[config.mk]
export PLATFORM = sky130hd
export DESIGN_NAME = prefixed_radix_number_parser_unit
export DESIGN_NICKNAME = d
export VERILOG_FILES = /design/src/rtl/core/pnp_pkg.sv /design/src/rtl/core/pnp_step.sv /design/src/rtl/core/prefixed_radix_number_parser_unit.sv
export SDC_FILE = /design/constraint.sdc
export NUM_CORES = 1
export LEC_CHECK = 0
export BUFFER_PORTS_ARGS = -buffer_cell sky130_fd_sc_hd__buf_2
export CORE_MARGIN = 2
export CORE_UTILIZATION = 50
export DETAILED_ROUTE_END_ITERATION = 7
export HOLD_SLACK_MARGIN = 0.12
export PLACE_DENSITY_LB_ADDON = 0.3
export REMOVE_ABC_BUFFERS = 1
export SETUP_SLACK_MARGIN = 0.4
export SLEW_MARGIN = 20
export SYNTH_ARGS = -nofsm -noshare
export SYNTH_HDL_FRONTEND = slang
export SYNTH_SLANG_ARGS = --single-unit
[constraint.sdc]
create_clock -name clk -period 4.4 [get_ports clk]
set_input_delay 0.22 -clock clk [delete_from_list [all_inputs] [get_ports clk]]
set_output_delay 0.22 -clock clk [all_outputs]
set_load 0.02 [all_outputs]
[src/rtl/core/pnp_pkg.sv]
// Shared types, codes and character constants for the prefixed radix number parser.
// Used by pnp_step and prefixed_radix_number_parser_unit; depends on nothing else.
package pnp_pkg;

    // Width of the accumulator; the result is sign-extended or cut from it to 32 bits.
    localparam int VALUE_BITS = 32;
    localparam int RESULT_BITS = 32;

    // Parse phase codes.
    localparam logic [1:0] PH_START  = 2'd0;
    localparam logic [1:0] PH_SIGNED = 2'd1;
    localparam logic [1:0] PH_ZERO   = 2'd2;
    localparam logic [1:0] PH_DIGITS = 2'd3;

    // Radix codes.
    localparam logic [1:0] RX_BIN = 2'd0;
    localparam logic [1:0] RX_OCT = 2'd1;
    localparam logic [1:0] RX_DEC = 2'd2;
    localparam logic [1:0] RX_HEX = 2'd3;

    // ASCII codes that steer the parse.
    localparam logic [7:0] CHAR_NUL     = 8'h00;
    localparam logic [7:0] CHAR_DOLLAR  = 8'h24;
    localparam logic [7:0] CHAR_PERCENT = 8'h25;
    localparam logic [7:0] CHAR_AMP     = 8'h26;
    localparam logic [7:0] CHAR_MINUS   = 8'h2D;
    localparam logic [7:0] CHAR_DIG0    = 8'h30;
    localparam logic [7:0] CHAR_DIG1    = 8'h31;
    localparam logic [7:0] CHAR_DIG7    = 8'h37;
    localparam logic [7:0] CHAR_DIG9    = 8'h39;
    localparam logic [7:0] CHAR_UPPER_A = 8'h41;
    localparam logic [7:0] CHAR_UPPER_F = 8'h46;
    localparam logic [7:0] CHAR_UPPER_X = 8'h58;
    localparam logic [7:0] CHAR_LOWER_A = 8'h61;
    localparam logic [7:0] CHAR_LOWER_F = 8'h66;
    localparam logic [7:0] CHAR_LOWER_X = 8'h78;

    // Parser state carried from one byte to the next.
    typedef struct packed {
        logic [1:0]            phase;
        logic [1:0]            radix;
        logic                  negative;
        logic                  bad_digit;
        logic [VALUE_BITS-1:0] accum;
    } pnp_state_t;

    // What one byte produces toward the output register.
    typedef struct packed {
        logic                   emit;
        logic                   ok;
        logic [RESULT_BITS-1:0] value;
    } pnp_result_t;

    localparam pnp_state_t STATE_CLEAR = '{
        phase:     PH_START,
        radix:     RX_DEC,
        negative:  1'b0,
        bad_digit: 1'b0,
        accum:     '0
    };

endpackage

[src/rtl/core/pnp_step.sv]
// Combinational parse step: applies one byte to the parser state.
// Depends on pnp_pkg for the state and result types and the character codes.
module pnp_step
    import pnp_pkg::*;
(
    input  pnp_state_t  state_cur,
    input  logic [7:0]  char_code,
    input  logic        neg_enable,
    output pnp_state_t  state_next,
    output pnp_result_t result
);

    logic [1:0]            digit_radix;
    logic                  take;
    logic                  is_dec;
    logic                  is_upper;
    logic                  is_lower;
    logic                  good;
    logic [3:0]            digit;
    logic [VALUE_BITS-1:0] scaled;
    logic [VALUE_BITS-1:0] signed_accum;
    logic [VALUE_BITS-1:0] sum;

    // Classify the byte for every radix in parallel.
    always_comb
    begin
        is_dec   = (char_code >= CHAR_DIG0) && (char_code <= CHAR_DIG9);
        is_upper = (char_code >= CHAR_UPPER_A) && (char_code <= CHAR_UPPER_F);
        is_lower = (char_code >= CHAR_LOWER_A) && (char_code <= CHAR_LOWER_F);
    end

    // Phase logic: pick the next phase and radix, and whether the byte is a digit.
    always_comb
    begin
        state_next  = state_cur;
        digit_radix = state_cur.radix;
        take        = 1'b0;
        case (state_cur.phase)
            PH_START, PH_SIGNED:
            begin
                if ((state_cur.phase == PH_START) && (char_code == CHAR_MINUS) && neg_enable)
                begin
                    state_next.negative = 1'b1;
                    state_next.phase    = PH_SIGNED;
                end
                else
                begin
                    state_next.phase = PH_DIGITS;
                    if (char_code == CHAR_DIG0)
                    begin
                        state_next.phase = PH_ZERO;
                    end
                    else if (char_code == CHAR_DOLLAR)
                    begin
                        state_next.radix = RX_HEX;
                    end
                    else if (char_code == CHAR_PERCENT)
                    begin
                        state_next.radix = RX_BIN;
                    end
                    else if (char_code == CHAR_AMP)
                    begin
                        state_next.radix = RX_OCT;
                    end
                    else
                    begin
                        state_next.radix = RX_DEC;
                        digit_radix      = RX_DEC;
                        take             = 1'b1;
                    end
                end
            end
            PH_ZERO:
            begin
                // The accumulator is still zero here, so the leading zero adds nothing.
                state_next.phase = PH_DIGITS;
                if ((char_code == CHAR_LOWER_X) || (char_code == CHAR_UPPER_X))
                begin
                    state_next.radix = RX_HEX;
                end
                else
                begin
                    state_next.radix = RX_DEC;
                    digit_radix      = RX_DEC;
                    take             = 1'b1;
                end
            end
            default:
            begin
                take = 1'b1;
            end
        endcase

        // Digit check and shift-and-add for the selected radix.
        case (digit_radix)
            RX_BIN:
            begin
                good   = (char_code >= CHAR_DIG0) && (char_code <= CHAR_DIG1);
                scaled = state_cur.accum << 1;
            end
            RX_OCT:
            begin
                good   = (char_code >= CHAR_DIG0) && (char_code <= CHAR_DIG7);
                scaled = state_cur.accum << 3;
            end
            RX_DEC:
            begin
                good   = is_dec;
                scaled = (state_cur.accum << 3) + (state_cur.accum << 1);
            end
            default:
            begin
                good   = is_dec || is_upper || is_lower;
                scaled = state_cur.accum << 4;
            end
        endcase
        digit = is_dec ? char_code[3:0] : (char_code[3:0] + 4'd9);
        sum   = scaled + VALUE_BITS'(digit);

        if (take)
        begin
            if (good)
            begin
                state_next.accum = sum;
            end
            else
            begin
                state_next.bad_digit = 1'b1;
            end
        end

        // The terminator emits the result and clears the parse.
        signed_accum = state_cur.negative ? ((~state_cur.accum) + VALUE_BITS'(1))
                                          : state_cur.accum;
        result.emit  = (char_code == CHAR_NUL);
        result.ok    = ~state_cur.bad_digit;
        result.value = state_cur.bad_digit ? '0
                                           : RESULT_BITS'($signed(signed_accum));
        if (char_code == CHAR_NUL)
        begin
            state_next = STATE_CLEAR;
        end
    end

endmodule

[src/rtl/core/prefixed_radix_number_parser_unit.sv]
// Top level of the prefixed radix number parser: input register, parse step, result register.
// Depends on pnp_pkg and pnp_step.
//
// The block parses a number string that arrives one byte per transaction on the input
// channel and ends with a zero byte. A leading minus negates the result when neg_enable
// is set; otherwise it counts as a bad digit. A prefix of "0x", "0X" or "$" selects hex
// (letters in either case), "%" selects binary, "&" selects octal, and no prefix means
// decimal. On the zero byte one transaction leaves on the output channel with ok and the
// sign-applied value wrapped to 32 bits; ok is 0 and the value 0 if any byte was not a
// digit of the base. An empty digit run gives ok 1 and value 0. The block takes one byte
// every cycle while the input register is not held: each accepted byte is registered in
// the input register and then folded into the parser state by a single shift-and-add, and a
// terminator passes on into the output register once that register has room. Only a terminator
// that finds the output register still full and stalled holds the input register, and
// with it in_stall. neg_enable is written through the configuration channel, which is
// always ready; write it only while no string is in flight.
module prefixed_radix_number_parser_unit
    import pnp_pkg::*;
(
    input  logic                    clk,
    input  logic                    rst_n,
    // Configuration channel.
    input  logic                    cfg_valid,
    output logic                    cfg_ready,
    input  logic                    neg_enable,
    // Input channel.
    input  logic                    in_valid,
    output logic                    in_stall,
    input  logic [7:0]              char_code,
    // Output channel.
    output logic                    out_valid,
    input  logic                    out_stall,
    output logic                    ok,
    output logic signed [31:0]      result_value
);

    logic                   neg_enable_reg;
    logic                   s1_valid_reg;
    logic                   s1_valid_next;
    logic [7:0]             s1_char_reg;
    pnp_state_t             state_reg;
    pnp_state_t             state_next;
    pnp_result_t            step_result;
    logic                   out_valid_reg;
    logic                   out_valid_next;
    logic                   ok_reg;
    logic [RESULT_BITS-1:0] result_reg;
    logic                   out_free;
    logic                   s1_adv;
    logic                   s1_load;
    logic                   emit;

    assign cfg_ready = 1'b1;

    // The output register can take a new result when it is empty or being drained.
    assign out_free = ~out_valid_reg | ~out_stall;
    // Ordinary bytes always move on; a terminator needs room in the output register.
    assign s1_adv   = s1_valid_reg & ((s1_char_reg != CHAR_NUL) | out_free);
    assign in_stall = s1_valid_reg & ~s1_adv;
    assign s1_load  = in_valid & ~in_stall;
    assign emit     = s1_adv & step_result.emit;

    pnp_step u_step (
        .state_cur  (state_reg),
        .char_code  (s1_char_reg),
        .neg_enable (neg_enable_reg),
        .state_next (state_next),
        .result     (step_result)
    );

    always_comb
    begin
        s1_valid_next = s1_valid_reg;
        if (s1_load)
        begin
            s1_valid_next = 1'b1;
        end
        else if (s1_adv)
        begin
            s1_valid_next = 1'b0;
        end

        out_valid_next = out_valid_reg;
        if (emit)
        begin
            out_valid_next = 1'b1;
        end
        else if (~out_stall)
        begin
            out_valid_next = 1'b0;
        end
    end

    always_ff @(posedge clk or negedge rst_n)
    begin
        if (!rst_n)
        begin
            neg_enable_reg <= 1'b0;
            s1_valid_reg   <= 1'b0;
            out_valid_reg  <= 1'b0;
            state_reg      <= STATE_CLEAR;
        end
        else
        begin
            if (cfg_valid && cfg_ready)
            begin
                neg_enable_reg <= neg_enable;
            end
            s1_valid_reg  <= s1_valid_next;
            out_valid_reg <= out_valid_next;
            if (s1_adv)
            begin
                state_reg <= state_next;
            end
        end
    end

    // Payload registers need no reset.
    always_ff @(posedge clk)
    begin
        if (s1_load)
        begin
            s1_char_reg <= char_code;
        end
        if (emit)
        begin
            ok_reg     <= step_result.ok;
            result_reg <= step_result.value;
        end
    end

    assign out_valid    = out_valid_reg;
    assign ok           = ok_reg;
    assign result_value = $signed(result_reg);

    // A byte other than the terminator never holds the input register.
    assert property (@(posedge clk) disable iff (!rst_n)
        (s1_valid_reg && (s1_char_reg != CHAR_NUL)) |-> !in_stall)
        else $error("ordinary byte stalled the input register");

    // A consumed terminator leaves the parser in its start state.
    assert property (@(posedge clk) disable iff (!rst_n)
        (s1_adv && (s1_char_reg == CHAR_NUL)) |=>
            ((state_reg.phase == PH_START) && (state_reg.accum == '0) && !state_reg.bad_digit))
        else $error("parser state not cleared after terminator");

    // A consumed terminator always produces a valid result in the next cycle.
    assert property (@(posedge clk) disable iff (!rst_n)
        (s1_adv && (s1_char_reg == CHAR_NUL)) |=> out_valid)
        else $error("terminator produced no result");

    // A result with a bad digit carries a zero value.
    assert property (@(posedge clk) disable iff (!rst_n)
        (out_valid && !ok) |-> (result_value == 32'sd0))
        else $error("failed parse returned a nonzero value");

endmodule

==> insert_results.sql <==
INSERT INTO impl_metrics (metric_group, metric, value, unit) VALUES
('synth', 'netlist_top_cells_area', 'sky130_fd_sc_hd__edfxtp_1, sky130_fd_sc_hd__dfrtp_1, sky130_fd_sc_hd__ha_1', ''),
('synth', 'synth_cell_types', '83', ''),
('finish', 'area.growth.synth_to_final', '16.7', '%'),
('synth', 'synth_xor_xnor_area_share', '0.0743', ''),
('timing', 'timing.final.max_slew_violations', '0', ''),
('finish', 'filler_cell_count', '1315', ''),
('critical_path', 'critical_path.endpoint', 'state_reg[21]', ''),
('grt', 'vias_in_the_first_global_route', '6929', ''),
('placement', 'routabilityCongestion', '0.970', ''),
('floorplanning', 'start_util', '0.515', ''),
('critical_path', 'cp_data_arrival_time', '4.13', 'ns'),
('hold_path', 'timing.hold.worst.class', 'input pin to flop', ''),
('timing', 'tightestPinTransition', '0.898', 'ns'),
('timing', 'setup_tns', '0', 'ns'),
('critical_path', 'critPathRequiredTime', '4.62', 'ns'),
('grt', 'antenna_found_initial', '0', ''),
('finish', 'seqCellArea', '2260', 'sq um'),
('critical_path', 'setup.worst_path.class', 'flop to flop', ''),
('critical_path', 'setup.reg_to_reg.worst_slack', '0.49', 'ns'),
('flow_run', 'cap_violations', '0', ''),
('timing', 'setup_repair_after_global_routing_missed_its_margin', 'true', ''),
('finish', 'area_of_the_multi_input_gates', '5070', 'sq um'),
('critical_path', 'worst_setup_path_end_kind', 'flop', ''),
('critical_path', 'ff2ff_path_depth', '17', ''),
('clocking', 'cts.path.max_buffers', '2', ''),
('drt', 'drtIter0Drc', '859', ''),
('drt', 'postRouteAntennaNets', '0', ''),
('critical_path', 'critical_path.max_fanout', '7', ''),
('clocking', 'clock_latency', '0.36', 'ns'),
('timing', 'final.hold.worst_slack', '0.130', 'ns'),
('drt', 'vias', '7673', ''),
('clocking', 'clk_pin_slew', '0.06', 'ns'),
('grt', 'grt_util_all_layers', '0.282', ''),
('timing', 'finalSetupViolCount', '0', ''),
('timing', 'min_period_over_period', '0.888', ''),
('synth', 'avgSynthCellArea', '8.06', 'sq um'),
('critical_path', 'critical_path.startpoint', 's1_char_reg[1]', ''),
('power', 'cell_internal_pwr', '2.90', 'mW'),
('drt', 'first_pass_iters', '6', ''),
('drt', 'drc_errors_left', '0', ''),
('timing', 'clock.fmax', '0.256', 'GHz'),
('synth', 'yosys.area_share.adder', '0.0650', ''),
('floorplanning', 'floorplan.die_area', '16100', 'sq um'),
('clocking', 'htreeDepth', '3', ''),
('synth', 'netlist.top_cell.by_area', 'sky130_fd_sc_hd__edfxtp_1', ''),
('grt', 'grt_start_max_net_pins', '42', ''),
('timing', 'hold_viol_final', '0', ''),
('placement', 'post-place-ws', '0.0921', 'ns'),
('power', 'finalPower', '5.85', 'mW'),
('synth', 'largest_family_of_logic_cells_by_synthesized_area', 'compound AO/OA/AOI/OAI gates', ''),
('synth', 'synth_seq_cells', '82', ''),
('drt', 'viasPerCell', '6.41', ''),
('power', 'p_comb_frac', '0.652', ''),
('status', 'outcome', 'completed', ''),
('synth', 'synth_mux_area_frac', '0.0207', ''),
('critical_path', 'reg_to_reg_startpoint', 's1_char_reg[1]', ''),
('floorplanning', 'rows', '44', ''),
('synth', 'seq_area_frac_synth', '0.299', ''),
('floorplanning', 'core', '14600', 'sq um'),
('finish', 'fraction_of_final_layout_cells_with_drive_strength_greater_than_1', '0.184', ''),
('timing', 'period_minus_slack', '3.91', 'ns'),
('synth', 'dominantRegCellSynth', 'sky130_fd_sc_hd__edfxtp_1', ''),
('power', 'relative_contribution_of_the_clock_network_to_total_power', '0.124', ''),
('placement', 'placed_area', '8120', 'sq um'),
('synth', 'mappedNetlistArea', '7550', 'sq um'),
('synth', 'post_synth_top_area_share', '0.163', ''),
('finish', 'design.final.nets', '1060', ''),
('timing', 'fin_ws', '0.494', 'ns'),
('timing', 'timing.clock.skew', '0.00810', 'ns'),
('placement', 'detailed_place_hpwl', '16100', 'um'),
('drt', 'wl_per_cell', '19.1', 'um');
[critical path, stage by stage (launching register included)]
cell                       delay, ns
sky130_fd_sc_hd__edfxtp_1       0.45
sky130_fd_sc_hd__ha_1           0.24
sky130_fd_sc_hd__or3_1          0.39
sky130_fd_sc_hd__a41oi_2        0.20
sky130_fd_sc_hd__o21a_1         0.22
sky130_fd_sc_hd__nor3_2         0.06
sky130_fd_sc_hd__nor2_1         0.10
sky130_fd_sc_hd__ha_2           0.18
sky130_fd_sc_hd__inv_1          0.05
sky130_fd_sc_hd__fa_2           0.35
sky130_fd_sc_hd__inv_1          0.07
sky130_fd_sc_hd__a21oi_1        0.09
sky130_fd_sc_hd__or3_4          0.37
sky130_fd_sc_hd__or3_4          0.37
sky130_fd_sc_hd__buf_6          0.15
sky130_fd_sc_hd__nor4_4         0.26
sky130_fd_sc_hd__xnor2_1        0.14
sky130_fd_sc_hd__o21ai_0        0.09
[power by group through the flow]
stage	Clock, mW	Sequential (mW)	Combinational (mW)
floorplan	0	1.25	2.63
global placement	0	1.31	3.54
detailed placement	0	1.30	3.56
CTS	0.731	1.29	3.63
global route	0.763	1.34	4.16
finish	0.724	1.31	3.81
[area by class of cell]
type	instances	area share
sequential	82	0.257
clock inverter	6	0.00483
inverter	30	0.0128
tap	184	0.0261
multi-input combinational	762	0.575
timing repair buffer	123	0.0987
clock buffer	10	0.0260
[metrics by stage]
stage	instances	util
after detailed placement	1152	0.554
after global placement	1152	0.554
final	1197	0.602
after floorplan	874	-
after global routing	1197	0.602
after CTS	1186	0.587
[cell usage in the layout (no fill, tap or decap), drive strengths merged, types with 14 or more instances in the layout]
master,count
a21oi,75
buf,110
o211ai,14
xor2,28
nor2,88
o21ai,88
or3,16
dfrtp,40
inv,31
nor3,18
nand3,53
nand2,75
xnor2,36
edfxtp,41
ha,36
[timing repair]
item | 4_1_cts | 5_1_grt
gates cloned | 0 | 1
resized for setup | 9 | 33
endpoints found under the hold margin | 50 | 0
setup buffers | 6 | 10
endpoints found under the setup margin | 17 | 24
hold buffers | 12 | 0
pin swaps | 3 | 16
[synth_stat cells, drive strengths merged (11+ instances only)]
cell type and instances:
a21oi 75, nand4 11, nand2 75, xor2 28, xnor2 36, o211ai 14
inv 30, edfxtp 41, o31ai 13, buf 12, a21o 12, dfrtp 40
ha 36, nor2b 13, or3 16, nor3 18, nor2 88, nand3 53
o21ai 88, clkbuf 51
[per-layer routing]
metal	global-route usage	wire length [um]
met5	0	0
met4	0.109	550
met3	0.0434	1970
met2	0.428	10400
met1	0.405	9900
[worst min path at each step]
stage	from	end	slack, ns	depth (start not counted)
4_1_cts	out_stall	out_valid	0.12	3
3_5_place_dp	char_code[4]	s1_char_reg[4]	0.40	1
5_1_grt	out_stall	out_valid	0.15	3
3_3_place_gp	char_code[2]	s1_char_reg[2]	0.40	1
6_report	out_stall	out_valid	0.13	3
2_1_floorplan	rst_n	neg_enable_reg	-0.08	0
[cell families (layout without fill, tap and decap cells)]
family / count (synthesis) / in the layout
buffers and inverters: 93 / 169
AO/OA/AOI/OAI: 306 / 306
flip-flops: 82 / 82
AND/OR/NAND/NOR: 338 / 338
XOR/XNOR: 64 / 64
adder cells (fa/ha/maj): 38 / 38
multiplexers: 15 / 15
other: 1 / 1
No activity file was read; power rests on OpenSTA's default activity.
